`config.mk`:
```
export PLATFORM = sky130hd
export DESIGN_NAME = cc_cv_charge_controller_flat
export DESIGN_NICKNAME = d
export VERILOG_FILES = /design/src/rtl/core/ccc_pkg.sv /design/src/rtl/core/ccc_in_if.sv /design/src/rtl/core/ccc_out_if.sv /design/src/rtl/core/ccc_cfg_regs.sv /design/src/rtl/core/ccc_step.sv /design/src/rtl/core/cc_cv_charge_controller.sv /design/src/flat_wrapper.sv
export VERILOG_INCLUDE_DIRS = /design/src /design/src/rtl/core
export SDC_FILE = /design/constraint.sdc
export NUM_CORES = 1
export LEC_CHECK = 0
export ABC_AREA = 1
export BUFFER_PORTS_ARGS = -buffer_cell sky130_fd_sc_hd__buf_2
export CORE_ASPECT_RATIO = 2
export CORE_UTILIZATION = 55
export CTS_CLUSTER_DIAMETER = 40
export DETAILED_ROUTE_END_ITERATION = 10
export PLACE_DENSITY = 0.86
export SYNTH_ARGS = -nofsm -noshare
export SYNTH_HDL_FRONTEND = slang
export SYNTH_SLANG_ARGS = --single-unit
```
`constraint.sdc`:
```
create_clock -name clk -period 12.06 [get_ports clk]
set_clock_uncertainty 0.2 [all_clocks]
set_input_delay 2.412 -clock clk [delete_from_list [all_inputs] [get_ports clk]]
set_output_delay 2.412 -clock clk [all_outputs]
set_load 0.1 [all_outputs]
```
`src/rtl/core/assert_macros.svh`:
```
// Assertion macros shared by the RTL. Each expects clk in scope; CCC_ASSERT also expects rst_n.
`ifndef ASSERT_MACROS_SVH
`define ASSERT_MACROS_SVH

// Checked on every edge outside reset.
`define CCC_ASSERT(label, prop, msg) \
  label: assert property (@(posedge clk) disable iff (!rst_n) (prop)) else $error(msg);

// Checked on every edge, reset included.
`define CCC_ASSERT_ALWAYS(label, prop, msg) \
  label: assert property (@(posedge clk) (prop)) else $error(msg);

`endif

```
`src/rtl/core/ccc_pkg.sv`:
```
package ccc_pkg;

  localparam int CMD_W      = 3;
  localparam int TIME_W     = 32;
  localparam int MV_W       = 13;
  localparam int PACK_MV_W  = 21;
  localparam int CA_W       = 23;
  localparam int CUR_W      = 24;
  localparam int MODE_W     = 3;
  localparam int CFG_IDX_W  = 3;
  localparam int CFG_DATA_W = 23;

  localparam logic signed [CUR_W-1:0] LOW_CURRENT_CA = 24'sd100;
  localparam logic [TIME_W-1:0]       DONE_HOLD_MS   = 32'd60000;

  typedef enum logic [CMD_W-1:0] {
    CMD_NONE    = 3'd0,
    CMD_CHARGE  = 3'd1,
    CMD_DRAIN   = 3'd2,
    CMD_IDLE    = 3'd3,
    CMD_BALANCE = 3'd4
  } cmd_t;

  typedef enum logic [4:0] {
    MODE_OFF  = 5'b00001,
    MODE_INIT = 5'b00010,
    MODE_CC   = 5'b00100,
    MODE_CV   = 5'b01000,
    MODE_DONE = 5'b10000
  } mode_t;

  localparam logic [MODE_W-1:0] MODE_CODE_OFF  = 3'd0;
  localparam logic [MODE_W-1:0] MODE_CODE_INIT = 3'd1;
  localparam logic [MODE_W-1:0] MODE_CODE_CC   = 3'd2;
  localparam logic [MODE_W-1:0] MODE_CODE_CV   = 3'd3;
  localparam logic [MODE_W-1:0] MODE_CODE_DONE = 3'd4;

  localparam logic [CFG_IDX_W-1:0] CFG_CELL_LIMIT  = 3'd0;
  localparam logic [CFG_IDX_W-1:0] CFG_PACK_LIMIT  = 3'd1;
  localparam logic [CFG_IDX_W-1:0] CFG_CC_PACK     = 3'd2;
  localparam logic [CFG_IDX_W-1:0] CFG_CHARGE_CUR  = 3'd3;
  localparam logic [CFG_IDX_W-1:0] CFG_BAL_ON      = 3'd4;
  localparam logic [CFG_IDX_W-1:0] CFG_BAL_OFF     = 3'd5;
  localparam logic [CFG_IDX_W-1:0] CFG_BAL_IDLE    = 3'd6;

  typedef struct packed {
    logic [MV_W-1:0]      cell_limit_mv;
    logic [PACK_MV_W-1:0] pack_limit_mv;
    logic [PACK_MV_W-1:0] cc_pack_mv;
    logic [CA_W-1:0]      charge_current_ca;
    logic [MV_W-1:0]      balance_on_delta_mv;
    logic [MV_W-1:0]      balance_off_delta_mv;
    logic [MV_W-1:0]      balance_idle_mv;
  } cfg_t;

  typedef struct packed {
    logic [CMD_W-1:0]         cmd;
    logic [TIME_W-1:0]        now_ms;
    logic                     contactors_are_closed;
    logic                     charger_fault;
    logic [MV_W-1:0]          max_cell_mv;
    logic [MV_W-1:0]          min_cell_mv;
    logic signed [CUR_W-1:0]  pack_current_ca;
  } in_word_t;

  typedef struct packed {
    logic                 error_code;
    logic                 contactor_close;
    logic                 charger_enable;
    logic                 charger_clear_latch;
    logic [PACK_MV_W-1:0] charger_target_mv;
    logic [CA_W-1:0]      charger_target_ca;
    logic                 balance_on;
    logic [MV_W-1:0]      balance_target_mv;
    logic [MODE_W-1:0]    charge_mode;
  } out_word_t;

  typedef struct packed {
    mode_t                mode;
    logic                 balancing;
    logic [TIME_W-1:0]    last_high_ms;
    logic                 contactor_close;
    logic                 charger_enable;
    logic [PACK_MV_W-1:0] charger_mv;
    logic [CA_W-1:0]      charger_ca;
    logic                 balance_on;
    logic [MV_W-1:0]      balance_mv;
  } state_t;

  function automatic logic [MODE_W-1:0] mode_code(mode_t m);
    logic [MODE_W-1:0] c;
    unique case (m)
      MODE_OFF:  c = MODE_CODE_OFF;
      MODE_INIT: c = MODE_CODE_INIT;
      MODE_CC:   c = MODE_CODE_CC;
      MODE_CV:   c = MODE_CODE_CV;
      MODE_DONE: c = MODE_CODE_DONE;
      default:   c = MODE_CODE_OFF;
    endcase
    return c;
  endfunction

endpackage

```
`src/rtl/core/ccc_in_if.sv`:
```
interface ccc_in_if;
  import ccc_pkg::*;

  logic                    valid;
  logic                    ready;
  logic [CMD_W-1:0]        cmd;
  logic [TIME_W-1:0]       now_ms;
  logic                    contactors_are_closed;
  logic                    charger_fault;
  logic [MV_W-1:0]         max_cell_mv;
  logic [MV_W-1:0]         min_cell_mv;
  logic signed [CUR_W-1:0] pack_current_ca;

  modport source (
    output valid, cmd, now_ms, contactors_are_closed, charger_fault,
           max_cell_mv, min_cell_mv, pack_current_ca,
    input  ready
  );

  modport sink (
    input  valid, cmd, now_ms, contactors_are_closed, charger_fault,
           max_cell_mv, min_cell_mv, pack_current_ca,
    output ready
  );
endinterface

```
`src/rtl/core/ccc_out_if.sv`:
```
interface ccc_out_if;
  import ccc_pkg::*;

  logic                 valid;
  logic                 ready;
  logic                 error_code;
  logic                 contactor_close;
  logic                 charger_enable;
  logic                 charger_clear_latch;
  logic [PACK_MV_W-1:0] charger_target_mv;
  logic [CA_W-1:0]      charger_target_ca;
  logic                 balance_on;
  logic [MV_W-1:0]      balance_target_mv;
  logic [MODE_W-1:0]    charge_mode;

  modport source (
    output valid, error_code, contactor_close, charger_enable, charger_clear_latch,
           charger_target_mv, charger_target_ca, balance_on, balance_target_mv,
           charge_mode,
    input  ready
  );

  modport sink (
    input  valid, error_code, contactor_close, charger_enable, charger_clear_latch,
           charger_target_mv, charger_target_ca, balance_on, balance_target_mv,
           charge_mode,
    output ready
  );
endinterface

```
`src/rtl/core/ccc_cfg_regs.sv`:
```
module ccc_cfg_regs (
  input  logic                           clk,
  input  logic                           rst_n,
  input  logic                           cfg_we,
  input  logic [ccc_pkg::CFG_IDX_W-1:0]  cfg_index,
  input  logic [ccc_pkg::CFG_DATA_W-1:0] cfg_data,
  output ccc_pkg::cfg_t                  cfg
);
  import ccc_pkg::*;

  cfg_t cfg_r;
  cfg_t cfg_nxt;

  always_comb begin
    cfg_nxt = cfg_r;
    if (cfg_we) begin
      // indexes beyond the list are dropped
      unique case (cfg_index)
        CFG_CELL_LIMIT: cfg_nxt.cell_limit_mv        = cfg_data[MV_W-1:0];
        CFG_PACK_LIMIT: cfg_nxt.pack_limit_mv        = cfg_data[PACK_MV_W-1:0];
        CFG_CC_PACK:    cfg_nxt.cc_pack_mv           = cfg_data[PACK_MV_W-1:0];
        CFG_CHARGE_CUR: cfg_nxt.charge_current_ca    = cfg_data[CA_W-1:0];
        CFG_BAL_ON:     cfg_nxt.balance_on_delta_mv  = cfg_data[MV_W-1:0];
        CFG_BAL_OFF:    cfg_nxt.balance_off_delta_mv = cfg_data[MV_W-1:0];
        CFG_BAL_IDLE:   cfg_nxt.balance_idle_mv      = cfg_data[MV_W-1:0];
        default: ;
      endcase
    end
  end

  always_ff @(posedge clk) begin
    if (!rst_n) begin
      cfg_r.cell_limit_mv        <= 13'd3600;
      cfg_r.pack_limit_mv        <= '0;
      cfg_r.cc_pack_mv           <= '0;
      cfg_r.charge_current_ca    <= '0;
      cfg_r.balance_on_delta_mv  <= 13'd50;
      cfg_r.balance_off_delta_mv <= 13'd10;
      cfg_r.balance_idle_mv      <= '0;
    end else begin
      cfg_r <= cfg_nxt;
    end
  end

  assign cfg = cfg_r;
endmodule

```
`src/rtl/core/ccc_step.sv`:
```
module ccc_step (
  input  ccc_pkg::cfg_t      cfg,
  input  ccc_pkg::state_t    st,
  input  ccc_pkg::in_word_t  in_word,
  output ccc_pkg::state_t    st_nxt,
  output ccc_pkg::out_word_t out_word
);
  import ccc_pkg::*;

  mode_t                   mode_cmd;
  logic                    stop_req;
  logic [TIME_W-1:0]       last_eff;
  logic [TIME_W-1:0]       elapsed;
  logic                    below_limit;
  logic                    low_current;
  logic signed [MV_W:0]    cell_delta;
  logic                    bal_flag;
  logic                    run_charge;
  logic                    err;
  logic                    clear_latch;
  state_t                  s;

  // request handling ahead of the mode logic
  always_comb begin
    mode_cmd = st.mode;
    stop_req = 1'b0;
    case (in_word.cmd) inside
      CMD_CHARGE: begin
        if (st.mode == MODE_OFF) mode_cmd = MODE_INIT;
      end
      CMD_DRAIN, CMD_IDLE, CMD_BALANCE: begin
        mode_cmd = MODE_OFF;
        stop_req = 1'b1;
      end
      default: ;
    endcase
  end

  // init restarts the low-current timer before the charge check
  assign last_eff    = (mode_cmd == MODE_INIT) ? in_word.now_ms : st.last_high_ms;
  assign elapsed     = in_word.now_ms - last_eff;
  assign below_limit = in_word.max_cell_mv < cfg.cell_limit_mv;
  assign low_current = in_word.pack_current_ca < LOW_CURRENT_CA;
  assign cell_delta  = $signed({1'b0, in_word.max_cell_mv}) -
                       $signed({1'b0, in_word.min_cell_mv});

  // balancing hysteresis
  always_comb begin
    bal_flag = st.balancing;
    if (!st.balancing && (cell_delta > $signed({1'b0, cfg.balance_on_delta_mv}))) begin
      bal_flag = 1'b1;
    end else if (st.balancing &&
                 (cell_delta < $signed({1'b0, cfg.balance_off_delta_mv}))) begin
      bal_flag = 1'b0;
    end
  end

  always_comb begin
    s           = st;
    s.mode      = mode_cmd;
    err         = 1'b0;
    clear_latch = 1'b0;
    run_charge  = 1'b0;
    if (stop_req) s.contactor_close = 1'b0;

    unique case (mode_cmd) inside
      MODE_OFF: begin
        s.balance_on      = 1'b0;
        s.charger_enable  = 1'b0;
        s.contactor_close = 1'b0;
      end
      MODE_INIT: begin
        s.balance_on     = 1'b0;
        s.charger_mv     = '0;
        s.charger_ca     = '0;
        s.charger_enable = 1'b1;
        s.last_high_ms   = in_word.now_ms;
        if (!in_word.contactors_are_closed) begin
          s.contactor_close = 1'b1;
        end else if (in_word.charger_fault) begin
          clear_latch = 1'b1;
        end else begin
          run_charge = 1'b1;
        end
      end
      MODE_CC, MODE_CV: begin
        if (in_word.charger_fault) begin
          s.charger_enable  = 1'b0;
          s.balance_on      = 1'b0;
          s.contactor_close = 1'b0;
          s.mode            = MODE_OFF;
          err               = 1'b1;
        end else begin
          run_charge = 1'b1;
        end
      end
      MODE_DONE: begin
        s.contactor_close = 1'b0;
      end
      default: ;
    endcase

    // settle CC against CV on the cell limit, then charge in that mode, or go to done from CV once current has held low
    if (run_charge) begin
      s.mode           = below_limit ? MODE_CC : MODE_CV;
      s.charger_mv     = below_limit ? cfg.cc_pack_mv : cfg.pack_limit_mv;
      s.charger_ca     = cfg.charge_current_ca;
      s.charger_enable = 1'b1;
      if (!below_limit && low_current && (elapsed >= DONE_HOLD_MS)) begin
        s.charger_enable = 1'b0;
        s.balance_on     = 1'b0;
        s.mode           = MODE_DONE;
        s.balancing      = 1'b0;
      end else begin
        if (!below_limit && !low_current) s.last_high_ms = in_word.now_ms;
        s.balancing  = bal_flag;
        s.balance_on = bal_flag;
        s.balance_mv = bal_flag ? in_word.min_cell_mv : cfg.balance_idle_mv;
      end
    end
  end

  assign st_nxt = s;

  always_comb begin
    out_word.error_code          = err;
    out_word.contactor_close     = s.contactor_close;
    out_word.charger_enable      = s.charger_enable;
    out_word.charger_clear_latch = clear_latch;
    out_word.charger_target_mv   = s.charger_mv;
    out_word.charger_target_ca   = s.charger_ca;
    out_word.balance_on          = s.balance_on;
    out_word.balance_target_mv   = s.balance_mv;
    out_word.charge_mode         = mode_code(s.mode);
  end
endmodule

```
`src/rtl/core/cc_cv_charge_controller.sv`:
```
// CC/CV charge sequencer.
// in_ch carries one control tick per word: a request (none, charge, drain,
// idle, balance), the millisecond count and the pack measurements. out_ch
// returns one result word per tick: contactor, charger and balancing
// requests, the fault pulse bits and the mode after the tick.
// The cfg_ port writes thresholds and setpoints by index; write it only
// while no tick is in flight. There is no read-back.
// A tick taken at one edge is registered, evaluated against the mode state
// and lands in the result register once that register is empty or being
// read; its result is then offered on out_ch. One tick is taken per cycle
// while out_ch keeps taking results: the mode update is a single pass of
// compare-and-select logic between the input and result registers.
// When out_ch stalls the result register holds and the input register takes
// one more word; in_ch.ready drops only when both are full.
// Synchronous reset puts the mode in off, clears all held outputs and timers
// and loads the register reset values; both channels come up empty.
module cc_cv_charge_controller (
  input  logic                           clk,
  input  logic                           rst_n,
  ccc_in_if.sink                         in_ch,
  ccc_out_if.source                      out_ch,
  input  logic                           cfg_we,
  input  logic [ccc_pkg::CFG_IDX_W-1:0]  cfg_index,
  input  logic [ccc_pkg::CFG_DATA_W-1:0] cfg_data
);
  import ccc_pkg::*;
  `include "assert_macros.svh"

  cfg_t      cfg;
  logic      in_valid_r;
  in_word_t  in_word_r;
  state_t    st_r;
  state_t    st_nxt;
  out_word_t res_word;
  logic      out_valid_r;
  out_word_t out_word_r;
  logic      advance;

  ccc_cfg_regs u_cfg (
    .clk       (clk),
    .rst_n     (rst_n),
    .cfg_we    (cfg_we),
    .cfg_index (cfg_index),
    .cfg_data  (cfg_data),
    .cfg       (cfg)
  );

  ccc_step u_step (
    .cfg      (cfg),
    .st       (st_r),
    .in_word  (in_word_r),
    .st_nxt   (st_nxt),
    .out_word (res_word)
  );

  assign advance     = in_valid_r && (!out_valid_r || out_ch.ready);
  assign in_ch.ready = !in_valid_r || advance;

  always_ff @(posedge clk) begin
    if (!rst_n) begin
      in_valid_r <= 1'b0;
    end else if (in_ch.ready) begin
      in_valid_r <= in_ch.valid;
    end
  end

  always_ff @(posedge clk) begin
    if (in_ch.valid && in_ch.ready) begin
      in_word_r.cmd                   <= in_ch.cmd;
      in_word_r.now_ms                <= in_ch.now_ms;
      in_word_r.contactors_are_closed <= in_ch.contactors_are_closed;
      in_word_r.charger_fault         <= in_ch.charger_fault;
      in_word_r.max_cell_mv           <= in_ch.max_cell_mv;
      in_word_r.min_cell_mv           <= in_ch.min_cell_mv;
      in_word_r.pack_current_ca       <= in_ch.pack_current_ca;
    end
  end

  // mode state advances only when its result word is taken into the output
  always_ff @(posedge clk) begin
    if (!rst_n) begin
      st_r.mode            <= MODE_OFF;
      st_r.balancing       <= 1'b0;
      st_r.last_high_ms    <= '0;
      st_r.contactor_close <= 1'b0;
      st_r.charger_enable  <= 1'b0;
      st_r.charger_mv      <= '0;
      st_r.charger_ca      <= '0;
      st_r.balance_on      <= 1'b0;
      st_r.balance_mv      <= '0;
    end else if (advance) begin
      st_r <= st_nxt;
    end
  end

  always_ff @(posedge clk) begin
    if (!rst_n) begin
      out_valid_r <= 1'b0;
    end else if (advance) begin
      out_valid_r <= 1'b1;
    end else if (out_ch.ready) begin
      out_valid_r <= 1'b0;
    end
  end

  always_ff @(posedge clk) begin
    if (advance) out_word_r <= res_word;
  end

  assign out_ch.valid               = out_valid_r;
  assign out_ch.error_code          = out_word_r.error_code;
  assign out_ch.contactor_close     = out_word_r.contactor_close;
  assign out_ch.charger_enable      = out_word_r.charger_enable;
  assign out_ch.charger_clear_latch = out_word_r.charger_clear_latch;
  assign out_ch.charger_target_mv   = out_word_r.charger_target_mv;
  assign out_ch.charger_target_ca   = out_word_r.charger_target_ca;
  assign out_ch.balance_on          = out_word_r.balance_on;
  assign out_ch.balance_target_mv   = out_word_r.balance_target_mv;
  assign out_ch.charge_mode         = out_word_r.charge_mode;

  `CCC_ASSERT(a_state_holds_idle, !advance |=> $stable(st_r), "mode state moved without a word")
  `CCC_ASSERT(a_advance_fills_out, advance |=> out_valid_r, "result word lost on advance")
  `CCC_ASSERT(a_fault_stops, (out_valid_r && out_word_r.error_code) |-> (out_word_r.charge_mode == MODE_CODE_OFF && !out_word_r.charger_enable), "fault result not in off")
  `CCC_ASSERT(a_clear_in_init, (out_valid_r && out_word_r.charger_clear_latch) |-> (out_word_r.charge_mode == MODE_CODE_INIT && out_word_r.charger_enable), "latch clear outside init")
  `CCC_ASSERT_ALWAYS(a_reset_empties, !rst_n |=> (!in_valid_r && !out_valid_r), "reset left a word in flight")
endmodule

```
`src/flat_wrapper.sv`:
```
// flat-port wrapper written by rule: the top's interface ports become plain ports
module cc_cv_charge_controller_flat import ccc_pkg::*;
  (clk, rst_n, cfg_we, cfg_index, cfg_data, in_ch_valid, in_ch_cmd, in_ch_now_ms, in_ch_contactors_are_closed, in_ch_charger_fault, in_ch_max_cell_mv, in_ch_min_cell_mv, in_ch_pack_current_ca, in_ch_ready, out_ch_valid, out_ch_error_code, out_ch_contactor_close, out_ch_charger_enable, out_ch_charger_clear_latch, out_ch_charger_target_mv, out_ch_charger_target_ca, out_ch_balance_on, out_ch_balance_target_mv, out_ch_charge_mode, out_ch_ready);
  ccc_in_if in_ch_i ();
  ccc_out_if out_ch_i ();
  input  logic clk;
  input  logic rst_n;
  input  logic cfg_we;
  input  logic [ccc_pkg::CFG_IDX_W-1:0] cfg_index;
  input  logic [ccc_pkg::CFG_DATA_W-1:0] cfg_data;
  input wire logic [$bits(in_ch_i.valid)-1:0] in_ch_valid;
  input wire logic [$bits(in_ch_i.cmd)-1:0] in_ch_cmd;
  input wire logic [$bits(in_ch_i.now_ms)-1:0] in_ch_now_ms;
  input wire logic [$bits(in_ch_i.contactors_are_closed)-1:0] in_ch_contactors_are_closed;
  input wire logic [$bits(in_ch_i.charger_fault)-1:0] in_ch_charger_fault;
  input wire logic [$bits(in_ch_i.max_cell_mv)-1:0] in_ch_max_cell_mv;
  input wire logic [$bits(in_ch_i.min_cell_mv)-1:0] in_ch_min_cell_mv;
  input wire logic [$bits(in_ch_i.pack_current_ca)-1:0] in_ch_pack_current_ca;
  output wire logic [$bits(in_ch_i.ready)-1:0] in_ch_ready;
  output wire logic [$bits(out_ch_i.valid)-1:0] out_ch_valid;
  output wire logic [$bits(out_ch_i.error_code)-1:0] out_ch_error_code;
  output wire logic [$bits(out_ch_i.contactor_close)-1:0] out_ch_contactor_close;
  output wire logic [$bits(out_ch_i.charger_enable)-1:0] out_ch_charger_enable;
  output wire logic [$bits(out_ch_i.charger_clear_latch)-1:0] out_ch_charger_clear_latch;
  output wire logic [$bits(out_ch_i.charger_target_mv)-1:0] out_ch_charger_target_mv;
  output wire logic [$bits(out_ch_i.charger_target_ca)-1:0] out_ch_charger_target_ca;
  output wire logic [$bits(out_ch_i.balance_on)-1:0] out_ch_balance_on;
  output wire logic [$bits(out_ch_i.balance_target_mv)-1:0] out_ch_balance_target_mv;
  output wire logic [$bits(out_ch_i.charge_mode)-1:0] out_ch_charge_mode;
  input wire logic [$bits(out_ch_i.ready)-1:0] out_ch_ready;
  assign in_ch_i.valid = in_ch_valid;
  assign in_ch_i.cmd = in_ch_cmd;
  assign in_ch_i.now_ms = in_ch_now_ms;
  assign in_ch_i.contactors_are_closed = in_ch_contactors_are_closed;
  assign in_ch_i.charger_fault = in_ch_charger_fault;
  assign in_ch_i.max_cell_mv = in_ch_max_cell_mv;
  assign in_ch_i.min_cell_mv = in_ch_min_cell_mv;
  assign in_ch_i.pack_current_ca = in_ch_pack_current_ca;
  assign in_ch_ready = in_ch_i.ready;
  assign out_ch_valid = out_ch_i.valid;
  assign out_ch_error_code = out_ch_i.error_code;
  assign out_ch_contactor_close = out_ch_i.contactor_close;
  assign out_ch_charger_enable = out_ch_i.charger_enable;
  assign out_ch_charger_clear_latch = out_ch_i.charger_clear_latch;
  assign out_ch_charger_target_mv = out_ch_i.charger_target_mv;
  assign out_ch_charger_target_ca = out_ch_i.charger_target_ca;
  assign out_ch_balance_on = out_ch_i.balance_on;
  assign out_ch_balance_target_mv = out_ch_i.balance_target_mv;
  assign out_ch_charge_mode = out_ch_i.charge_mode;
  assign out_ch_i.ready = out_ch_ready;
  cc_cv_charge_controller u_core (.clk(clk), .rst_n(rst_n), .in_ch(in_ch_i), .out_ch(out_ch_i), .cfg_we(cfg_we), .cfg_index(cfg_index), .cfg_data(cfg_data));
endmodule
```
==> impl_table.tex, run 1 <==
\begin{tabular}{lr}
\hline
Metric & Value \\
\hline
\multicolumn{2}{l}{\textbf{Setup path}} \\
\quad Biggest fanout along the worst timing path & 54 \\
\quad Crit path capture & u\_core.out\_ch.charge\_mode[2] \\
\quad WP data required & 12.13 ns \\
\quad Startpoint of the lowest-slack register-to-register path & u\_core.in\_word\_r[84] \\
\quad Worst-case register-to-register setup slack & 6.25 ns \\
\quad Crit. Startpoint & u\_core.in\_word\_r[84] \\
\quad WP data arrival & 5.88 ns \\
\quad Kind of capture point of the worst setup path & register \\
\quad Number of cells traversed by the worst register-to-register path & 25 \\
\quad Type of the worst setup path & register to register \\
\quad Startpoint type of the worst setup path & register \\
\quad Reg-to-reg critical path endpoint & u\_core.out\_ch.charge\_mode[2] \\
\multicolumn{2}{l}{\textbf{Floorplanning}} \\
\quad Die Wd & 131 um \\
\quad Rows & 93 \\
\quad Die area & 0.0338 mm\^{}2 \\
\quad Effective utilization at floorplan & 56.1\% \\
\quad Area of the core region & 0.0323 mm\^{}2 \\
\quad Die height & 259 um \\
\quad Count of boundary I/O pins & 185 \\
\multicolumn{2}{l}{\textbf{Yosys}} \\
\quad Synthesis warning total & 0 \\
\quad Number of standard cells after synthesis & 2238 \\
\quad Synth cell count leaders & sky130\_fd\_sc\_hd\_\_nand2\_1, sky130\_fd\_sc\_hd\_\_nor2\_1, sky130\_fd\_sc\_hd\_\_inv\_1 \\
\quad Most frequent cell after synthesis & sky130\_fd\_sc\_hd\_\_nand2\_1 \\
\quad Async S/R FF share, synth & 0\% \\
\quad Leading cell types by total area after synthesis & sky130\_fd\_sc\_hd\_\_edfxtp\_1, sky130\_fd\_sc\_hd\_\_dfxtp\_1, sky130\_fd\_sc\_hd\_\_o21ai\_0 \\
\quad Largest area contributor in the synthesized netlist & sky130\_fd\_sc\_hd\_\_edfxtp\_1 \\
\quad Syn\_nets & 2432 \\
\quad Area share of the largest cell type after synthesis & around a quarter \\
\quad Synthesized area per cell & $\sim$8 um\^{}2 \\
\quad Number of distinct standard cells referenced by the synthesized netlist & 52 \\
\quad Number of flops mapped to enable cells by yosys & 150 \\
\quad Cell area after synthesis & between 0.015 and 0.02 mm\^{}2 \\
\quad Share of the yosys chip area belonging to registers & 48.7\% \\
\quad Dominant synthesized flop cell & sky130\_fd\_sc\_hd\_\_dfxtp\_1 \\
\quad Number of storage elements in the synthesis netlist & 367 \\
\multicolumn{2}{l}{\textbf{Clock network}} \\
\quad Number of buffers created by CTS & 35 \\
\quad Clock insertion delay at the later pin of the skew report & $\sim$0.54 ns \\
\quad Number of hold buffers added after cts & 0 \\
\quad Count of instances resized after the clock tree is built & 0 \\
\quad Clk buf depth & 3 \\
\quad Clock transition time at the flip-flop clock pins of the worst setup and hold paths & 0.07 ns \\
\quad Root buffer selected by CTS & sky130\_fd\_sc\_hd\_\_clkbuf\_16 \\
\quad CTS tree & built \\
\quad Clk sink count & 367 \\
\quad CTS HTree Levels & 2 \\
\quad Buffers inserted by post-CTS timing repair & 0 \\
\multicolumn{2}{l}{\textbf{Timing}} \\
\quad Final Cycle Share & 48.2\% \\
\quad Max-slew headroom & 19.3\% \\
\quad Fin. Hold Viols & 0 \\
\quad Post-layout minimum cycle time & 5.81 ns \\
\quad Pins Over Slew Limit & 0 \\
\quad Aggregate negative setup slack & 0 ns \\
\quad Setup ws final & 6.25 ns \\
\quad Number of endpoints failing setup at the final stage & 0 \\
\quad Setup repair after global routing missed its margin & false \\
\quad Slew at the pin closest to its max-slew limit & 1.21 ns \\
\quad Final-layout worst hold slack & between 0.2 and 0.25 ns \\
\quad Max Clk Rate & between 150 and 200 MHz \\
\multicolumn{2}{l}{\textbf{Global route}} \\
\quad Via count of the first global-routing pass & 15500 \\
\quad Maximum number of pins on one net before global-route repair & 116 \\
\quad Number of antenna violations at the first check in global routing & 2 \\
\quad GRT Residual Overflow & 0 \\
\quad Global-route wire length before repair & 77.3 mm \\
\quad GRT Total Usage & 29.9\% \\
\multicolumn{2}{l}{\textbf{Layout}} \\
\quad Final nets & between 2000 and 3000 \\
\quad Post-synthesis to final-layout area growth & 12.7\% \\
\quad Design Area, Final & 0.0205 mm\^{}2 \\
\quad Utilization of the core after routing & 63.3\% \\
\quad Fraction of final layout cells with drive strength greater than 1 & 13.1\% \\
\multicolumn{2}{l}{\textbf{Route}} \\
\quad Average wire per standard cell & roughly 18 um \\
\quad Drt first pass iters & 6 \\
\quad Final wirelength & 49.9 mm \\
\quad Remaining routing DRC violations & 0 \\
\quad Vias per std cell & 5.62 \\
\quad Drt initial violations & 1318 \\
\quad Number of antenna-violating nets in the routed design & 0 \\
\quad Routed via count & 15900 \\
\multicolumn{2}{l}{\textbf{Placement}} \\
\quad Total of buffers placed on input and output ports & 182 \\
\quad Cell area after placement & 0.0193 mm\^{}2 \\
\quad Worst Setup Slack post-DPL & roughly 6.3 ns \\
\quad Gpl congestion & approximately 0.96 \\
\quad Half-perimeter wire length after detailed placement & 35.8 mm \\
\multicolumn{2}{l}{\textbf{Flow run}} \\
\quad Number of maximum-capacitance violations & 0 \\
\multicolumn{2}{l}{\textbf{Hold path}} \\
\quad Min-Delay Path Class & register to register \\
\multicolumn{2}{l}{\textbf{Power}} \\
\quad Leak pwr & between 9 and 10 nW \\
\quad Peak supply drop & 138 uV \\
\quad Pwr Density & $\sim$140 mW/mm\^{}2 \\
\multicolumn{2}{l}{\textbf{Run status}} \\
\quad Result of the run & finished clean \\
\hline
\end{tabular}
worst min path at each step:
stage	from	to	slack, ns	cells after the start
final	u_core.u_cfg.cfg[42]	u_core.u_cfg.cfg[42]	0.25	2
after global routing	u_core.u_cfg.cfg[42]	u_core.u_cfg.cfg[42]	0.26	2
after CTS	u_core.u_cfg.cfg[42]	u_core.u_cfg.cfg[42]	0.25	2
after detailed placement	u_core.u_cfg.cfg[42]	u_core.u_cfg.cfg[42]	0.24	2
after global placement	u_core.u_cfg.cfg[57]	u_core.u_cfg.cfg[57]	0.24	2
after floorplan	u_core.u_cfg.cfg[39]	u_core.u_cfg.cfg[39]	0.22	2
per-layer routing:
metal	routed length [um]	track usage, %	up-vias
met5	11	0	-
met4	3950	22.8	2
met3	2260	3.75	196
met2	27200	56.1	565
met1	16500	28.6	7426
li1	-	-	7703
cells by family (layout without fill, tap and decap cells):
kind of cell	after synthesis	after routing	share of synthesized area [%]
other cells	0	1	0
flops	367	367	48.7
compound gates	529	529	16.1
buf+inv	414	576	8.71
xor+xnor	16	16	0.771
fa+ha+maj	76	76	5.32
mux	23	23	1.27
simple gates	813	813	19.2
placed cells by master (no fill, tap or decap), drive strengths merged, types with 15 or more instances in the layout:
| master | n |
|---|---|
| a21oi | 179 |
| buf | 196 |
| clkbuf | 47 |
| dfxtp | 217 |
| edfxtp | 150 |
| ha | 74 |
| inv | 318 |
| mux2i | 23 |
| nand2 | 349 |
| nand3 | 114 |
| nor2 | 311 |
| nor3 | 15 |
| o211ai | 33 |
| o21ai | 266 |
| o32ai | 21 |
layout make-up:
type,instances,area [um^2]
Antenna cell,1,2.50
Clock buffer,47,983
Multi-Input combinational cell,1457,7750
Clock inverter,17,139
Tap cell,427,534
Inverter,316,1190
Sequential cell,367,8850
Fill cell,2765,11900
Timing Repair Buffer,196,1020
registers in the layout (all words and copies together), names as in the netlist:
register and flops:
u_core.out_ch.charger_target_mv 21, u_core.out_ch.charger_target_ca 23, u_core.st_r 98, u_core.out_ch.balance_on 1, u_core.out_ch.charge_mode 3, u_core.in_word_r 85
u_core.out_ch.error_code 1, u_core.out_ch.balance_target_mv 13, u_core.in_valid_r 1, u_core.out_ch.valid 1, u_core.out_ch.charger_enable 1, u_core.u_cfg.cfg 117
u_core.out_ch.contactor_close 1, u_core.out_ch.charger_clear_latch 1
worst max-delay path, cell delays in order, from the launching register on:
cell and delay (ns):
sky130_fd_sc_hd__edfxtp_1 0.39, sky130_fd_sc_hd__inv_1 0.07, sky130_fd_sc_hd__nand2_1 0.05, sky130_fd_sc_hd__nand2_1 0.07, sky130_fd_sc_hd__nand2_2 0.12, sky130_fd_sc_hd__o31ai_1 0.19, sky130_fd_sc_hd__nand4_4 0.52, sky130_fd_sc_hd__buf_4 0.55
sky130_fd_sc_hd__mux2i_1 0.29, sky130_fd_sc_hd__ha_1 0.31, sky130_fd_sc_hd__a21oi_1 0.27, sky130_fd_sc_hd__o21ai_0 0.22, sky130_fd_sc_hd__a21oi_1 0.29, sky130_fd_sc_hd__nor2_1 0.07, sky130_fd_sc_hd__a2111oi_0 0.47, sky130_fd_sc_hd__nand2_1 0.11
sky130_fd_sc_hd__nand2_1 0.08, sky130_fd_sc_hd__nand2_1 0.04, sky130_fd_sc_hd__nor2_1 0.10, sky130_fd_sc_hd__nand2_1 0.09, sky130_fd_sc_hd__nor2_1 0.12, sky130_fd_sc_hd__nand3_2 0.11, sky130_fd_sc_hd__nand2_4 0.22, sky130_fd_sc_hd__nand2_4 0.22
sky130_fd_sc_hd__o21ai_0 0.20, sky130_fd_sc_hd__nor3_1 0.11
through the flow:
step	instances	total power, mW
detailed placement	2763	1.89
global route	2828	3.06
CTS	2827	2.96
finish	2828	2.95
floorplan	2238	1.75
global placement	2763	1.87
report_power, final:
part           internal (mW)  switching [mW]  total [mW]
logic                  0.136           0.346       0.482
registers               1.36          0.0287        1.39
clock network          0.603           0.478        1.08
Note: power is estimated with default switching activity, not from simulation.
==> run 2, diff against run 1 <==
ABC_AREA = 0   (was 1)
clock period = 5.95 ns   (was 12.06 ns; I/O delays follow)
==> run 2 against run 1 <==
Effect of this change: combinational power grew 100%; worst setup slack lost 5.9 ns; utilization grew 2.1 points; flip-flop and latch count is the same; critical endpoint is now u_core.out_ch.balance_target_mv[5]; largest power group unchanged.
==> impl_table.tex, run 2 <==
\begin{tabular}{lr}
\hline
Metric & Value \\
\hline
\multicolumn{2}{l}{\textbf{Global route}} \\
\quad Global-route wire length before repair & 79.7 mm \\
\quad GRT Residual Overflow & 0 \\
\quad Maximum number of pins on one net before global-route repair & 130 \\
\quad Via count of the first global-routing pass & 15700 \\
\quad GRT Total Usage & 31.2\% \\
\quad Number of antenna violations at the first check in global routing & 0 \\
\multicolumn{2}{l}{\textbf{Power}} \\
\quad Share of total power consumed by net switching & 28.0\% \\
\quad Pwr Density & 283 mW/mm\^{}2 \\
\quad Total power & about 5.9 mW \\
\quad Design internal power & 4.27 mW \\
\quad Peak supply drop & roughly 260 uV \\
\quad Net switching component of the power & 1.66 mW \\
\quad Clock power frac & 37.0\% \\
\quad Seq pwr share & 46.5\% \\
\quad Part of the power in combinational logic & between 15 and 20\% \\
\quad Leak pwr & 8.09 nW \\
\multicolumn{2}{l}{\textbf{Yosys}} \\
\quad Number of distinct standard cells referenced by the synthesized netlist & 88 \\
\quad Cell area after synthesis & 0.0179 mm\^{}2 \\
\quad Number of storage elements in the synthesis netlist & 367 \\
\quad Number of flops mapped to enable cells by yosys & 150 \\
\quad Share of the yosys chip area belonging to registers & around half \\
\quad Leading cell types by total area after synthesis & sky130\_fd\_sc\_hd\_\_edfxtp\_1, sky130\_fd\_sc\_hd\_\_dfxtp\_1, sky130\_fd\_sc\_hd\_\_nand2\_1 \\
\quad Number of standard cells after synthesis & $\sim$1900 \\
\quad Synthesis warning total & 0 \\
\quad Synth cell count leaders & sky130\_fd\_sc\_hd\_\_nand2\_1, sky130\_fd\_sc\_hd\_\_dfxtp\_1, sky130\_fd\_sc\_hd\_\_a21oi\_1 \\
\quad Most frequent cell after synthesis & sky130\_fd\_sc\_hd\_\_nand2\_1 \\
\quad Dominant synthesized flop cell & sky130\_fd\_sc\_hd\_\_dfxtp\_1 \\
\quad Syn\_nets & 2128 \\
\quad Synthesized area per cell & 9.24 um\^{}2 \\
\quad Largest area contributor in the synthesized netlist & sky130\_fd\_sc\_hd\_\_edfxtp\_1 \\
\quad Async S/R FF share, synth & 0\% \\
\quad Area share of the largest cell type after synthesis & 25.2\% \\
\multicolumn{2}{l}{\textbf{Clock network}} \\
\quad Clock transition time at the flip-flop clock pins of the worst setup and hold paths & roughly 0.07 ns \\
\quad Clock insertion delay at the later pin of the skew report & roughly 0.53 ns \\
\quad Buffers inserted by post-CTS timing repair & 0 \\
\quad Clk sink count & 367 \\
\quad CTS HTree Levels & 2 \\
\quad Number of buffers created by CTS & 35 \\
\quad CTS tree & built \\
\quad Root buffer selected by CTS & sky130\_fd\_sc\_hd\_\_clkbuf\_16 \\
\quad Clk buf depth & 3 \\
\multicolumn{2}{l}{\textbf{Floorplanning}} \\
\quad Die area & 0.0333 mm\^{}2 \\
\quad Rows & 93 \\
\quad Die Wd & 129 um \\
\quad Area of the core region & 0.0321 mm\^{}2 \\
\quad Die height & between 200 and 300 um \\
\quad Count of boundary I/O pins & 185 \\
\quad Effective utilization at floorplan & 55.7\% \\
\multicolumn{2}{l}{\textbf{Timing}} \\
\quad Final-layout worst hold slack & 0.253 ns \\
\quad Fin. Hold Viols & 0 \\
\quad Aggregate negative setup slack & 0 ns \\
\quad Setup repair after global routing missed its margin & false \\
\quad Number of endpoints failing setup at the final stage & 0 \\
\quad Final Cycle Share & 94.3\% \\
\quad Slew at the pin closest to its max-slew limit & between 1 and 1.5 ns \\
\quad Max Clk Rate & about 180 MHz \\
\quad Pins Over Slew Limit & 0 \\
\quad Setup ws final & 0.341 ns \\
\quad Post-layout minimum cycle time & 5.61 ns \\
\quad Max-slew headroom & 25.8\% \\
\multicolumn{2}{l}{\textbf{Layout}} \\
\quad Final Instance Count excl. Fillers & 2615 \\
\quad Fraction of final layout cells with drive strength greater than 1 & 18.8\% \\
\quad Largest register FFs & 117 \\
\quad Post-synthesis to final-layout area growth & 17.4\% \\
\quad Area of the multi-input gates & about 0.0084 mm\^{}2 \\
\quad Most common cell after layout, fill and taps aside & sky130\_fd\_sc\_hd\_\_nand2\_1 \\
\quad Combined flip-flop and latch cell area & between 0.008 and 0.009 mm\^{}2 \\
\quad Commonest cells after routing, fill and taps aside & sky130\_fd\_sc\_hd\_\_nand2\_1, sky130\_fd\_sc\_hd\_\_dfxtp\_1, sky130\_fd\_sc\_hd\_\_a21oi\_1 \\
\quad Final nets & 2357 \\
\quad Layout filler cell count & 2569 \\
\quad Utilization of the core after routing & about two thirds \\
\quad Design Area, Final & 0.0210 mm\^{}2 \\
\quad Antenna diode count & 0 \\
\multicolumn{2}{l}{\textbf{Route}} \\
\quad Drt first pass iters & 5 \\
\quad Drt initial violations & 987 \\
\quad Average wire per standard cell & 19.8 um \\
\quad Routed via count & about 16000 \\
\quad Number of antenna-violating nets in the routed design & 0 \\
\quad Remaining routing DRC violations & 0 \\
\quad Vias per std cell & about 6 \\
\quad Final wirelength & 51.8 mm \\
\multicolumn{2}{l}{\textbf{Hold path}} \\
\quad Min-Delay Path Class & register to register \\
\multicolumn{2}{l}{\textbf{Setup path}} \\
\quad Worst-case register-to-register setup slack & 0.34 ns \\
\quad WP data required & $\sim$6.0 ns \\
\quad WP data arrival & 5.69 ns \\
\quad Kind of capture point of the worst setup path & register \\
\quad Startpoint type of the worst setup path & register \\
\quad Type of the worst setup path & register to register \\
\quad Biggest fanout along the worst timing path & 18 \\
\multicolumn{2}{l}{\textbf{Placement}} \\
\quad Cell area after placement & 0.0199 mm\^{}2 \\
\quad \# placed instances & 2553 \\
\quad Gpl congestion & 0.942 \\
\quad Total of buffers placed on input and output ports & 182 \\
\quad Worst Setup Slack post-DPL & around 0.36 ns \\
\quad Half-perimeter wire length after detailed placement & 37.8 mm \\
\multicolumn{2}{l}{\textbf{Run status}} \\
\quad Result of the run & finished clean \\
\multicolumn{2}{l}{\textbf{Flow run}} \\
\quad Number of maximum-capacitance violations & 0 \\
\hline
\end{tabular}
## run 2: cell types whose count changed in the layout (fill, tap and decap cells not counted), moves of 54 or more
cell | before | now
sky130_fd_sc_hd__buf_4 | 14 | 109
sky130_fd_sc_hd__nor2_1 | 305 | 125
sky130_fd_sc_hd__inv_1 | 300 | 73
sky130_fd_sc_hd__mux2i_1 | 23 | 77
sky130_fd_sc_hd__o21ai_0 | 263 | 78
sky130_fd_sc_hd__nand2_1 | 325 | 381
## run 2: per-layer routing
layer / up-vias / part of all wire, % / routed length [um] / GRT usage [%]
met5: - / 0 / 0 / 0
met1: 7363 / 34 / 17400 / 30.1
met2: 643 / 53 / 27400 / 57.5
met4: 0 / 8.7 / 4480 / 25.6
met3: 241 / 4.7 / 2450 / 4.20
li1: 7320 / - / - / -
## run 2: final timing paths
| path | startpoint | to | cells after the start |
|---|---|---|---|
| setup / recovery | u_core.in_word_r[84] | u_core.out_ch.balance_target_mv[5] | 19 |
| hold / removal | u_core.u_cfg.cfg[99] | u_core.u_cfg.cfg[99] | 2 |
| hold reg to reg | u_core.u_cfg.cfg[99] | u_core.u_cfg.cfg[99] | 2 |
| setup reg to reg | u_core.in_word_r[84] | u_core.out_ch.balance_target_mv[5] | 19 |
## run 2: cell type report
cell class                      count  share of cell area [%]
Multi-Input combinational cell   1389                    39.9
Sequential cell                   367                    42.2
Timing Repair Buffer              295                    8.62
Tap cell                          427                    2.55
Inverter                           75                    1.38
Clock inverter                     11                   0.441
Clock buffer                       51                    4.95
## run 2: cells by family after synthesis
group,synth area share (%)
adder cells (fa/ha/maj),5.40
multiplexers,5.40
AO/OA/AOI/OAI,16.5
buffers and inverters,3.84
flip-flops,49.5
XOR/XNOR,1.67
AND/OR/NAND/NOR,17.7
## run 2: power groups by stage
stage	Sequential (mW)	Clock, mW	Combinational, mW
after floorplan	2.94	0	0.490
after global placement	2.81	0	0.937
after detailed placement	2.81	0	0.961
after CTS	2.76	2.22	0.967
after global routing	2.76	2.31	1.05
final	2.76	2.20	0.979
## run 2: critical path: stages (launching register included)
cell and delay [ns]:
sky130_fd_sc_hd__edfxtp_1 0.49, sky130_fd_sc_hd__or3b_1 0.48, sky130_fd_sc_hd__nand3_1 0.16, sky130_fd_sc_hd__nor2_4 0.10, sky130_fd_sc_hd__buf_12 0.17, sky130_fd_sc_hd__mux2i_1 0.13
sky130_fd_sc_hd__ha_1 0.41, sky130_fd_sc_hd__a21o_1 0.18, sky130_fd_sc_hd__nor3_1 0.05, sky130_fd_sc_hd__a221oi_1 0.48, sky130_fd_sc_hd__nor3b_2 0.14, sky130_fd_sc_hd__a211o_1 0.39
sky130_fd_sc_hd__a2111oi_1 0.70, sky130_fd_sc_hd__a2111oi_1 0.14, sky130_fd_sc_hd__o2111a_1 0.16, sky130_fd_sc_hd__nand4_1 0.11, sky130_fd_sc_hd__buf_4 0.14, sky130_fd_sc_hd__and2_1 0.17
sky130_fd_sc_hd__buf_12 0.18, sky130_fd_sc_hd__mux2_2 0.36
## run 2: repair_timing
action                                  in CTS  in global routing
hold buffers                                 0                  0
endpoints found under the setup margin       0                  9
gates resized for setup                      0                  1
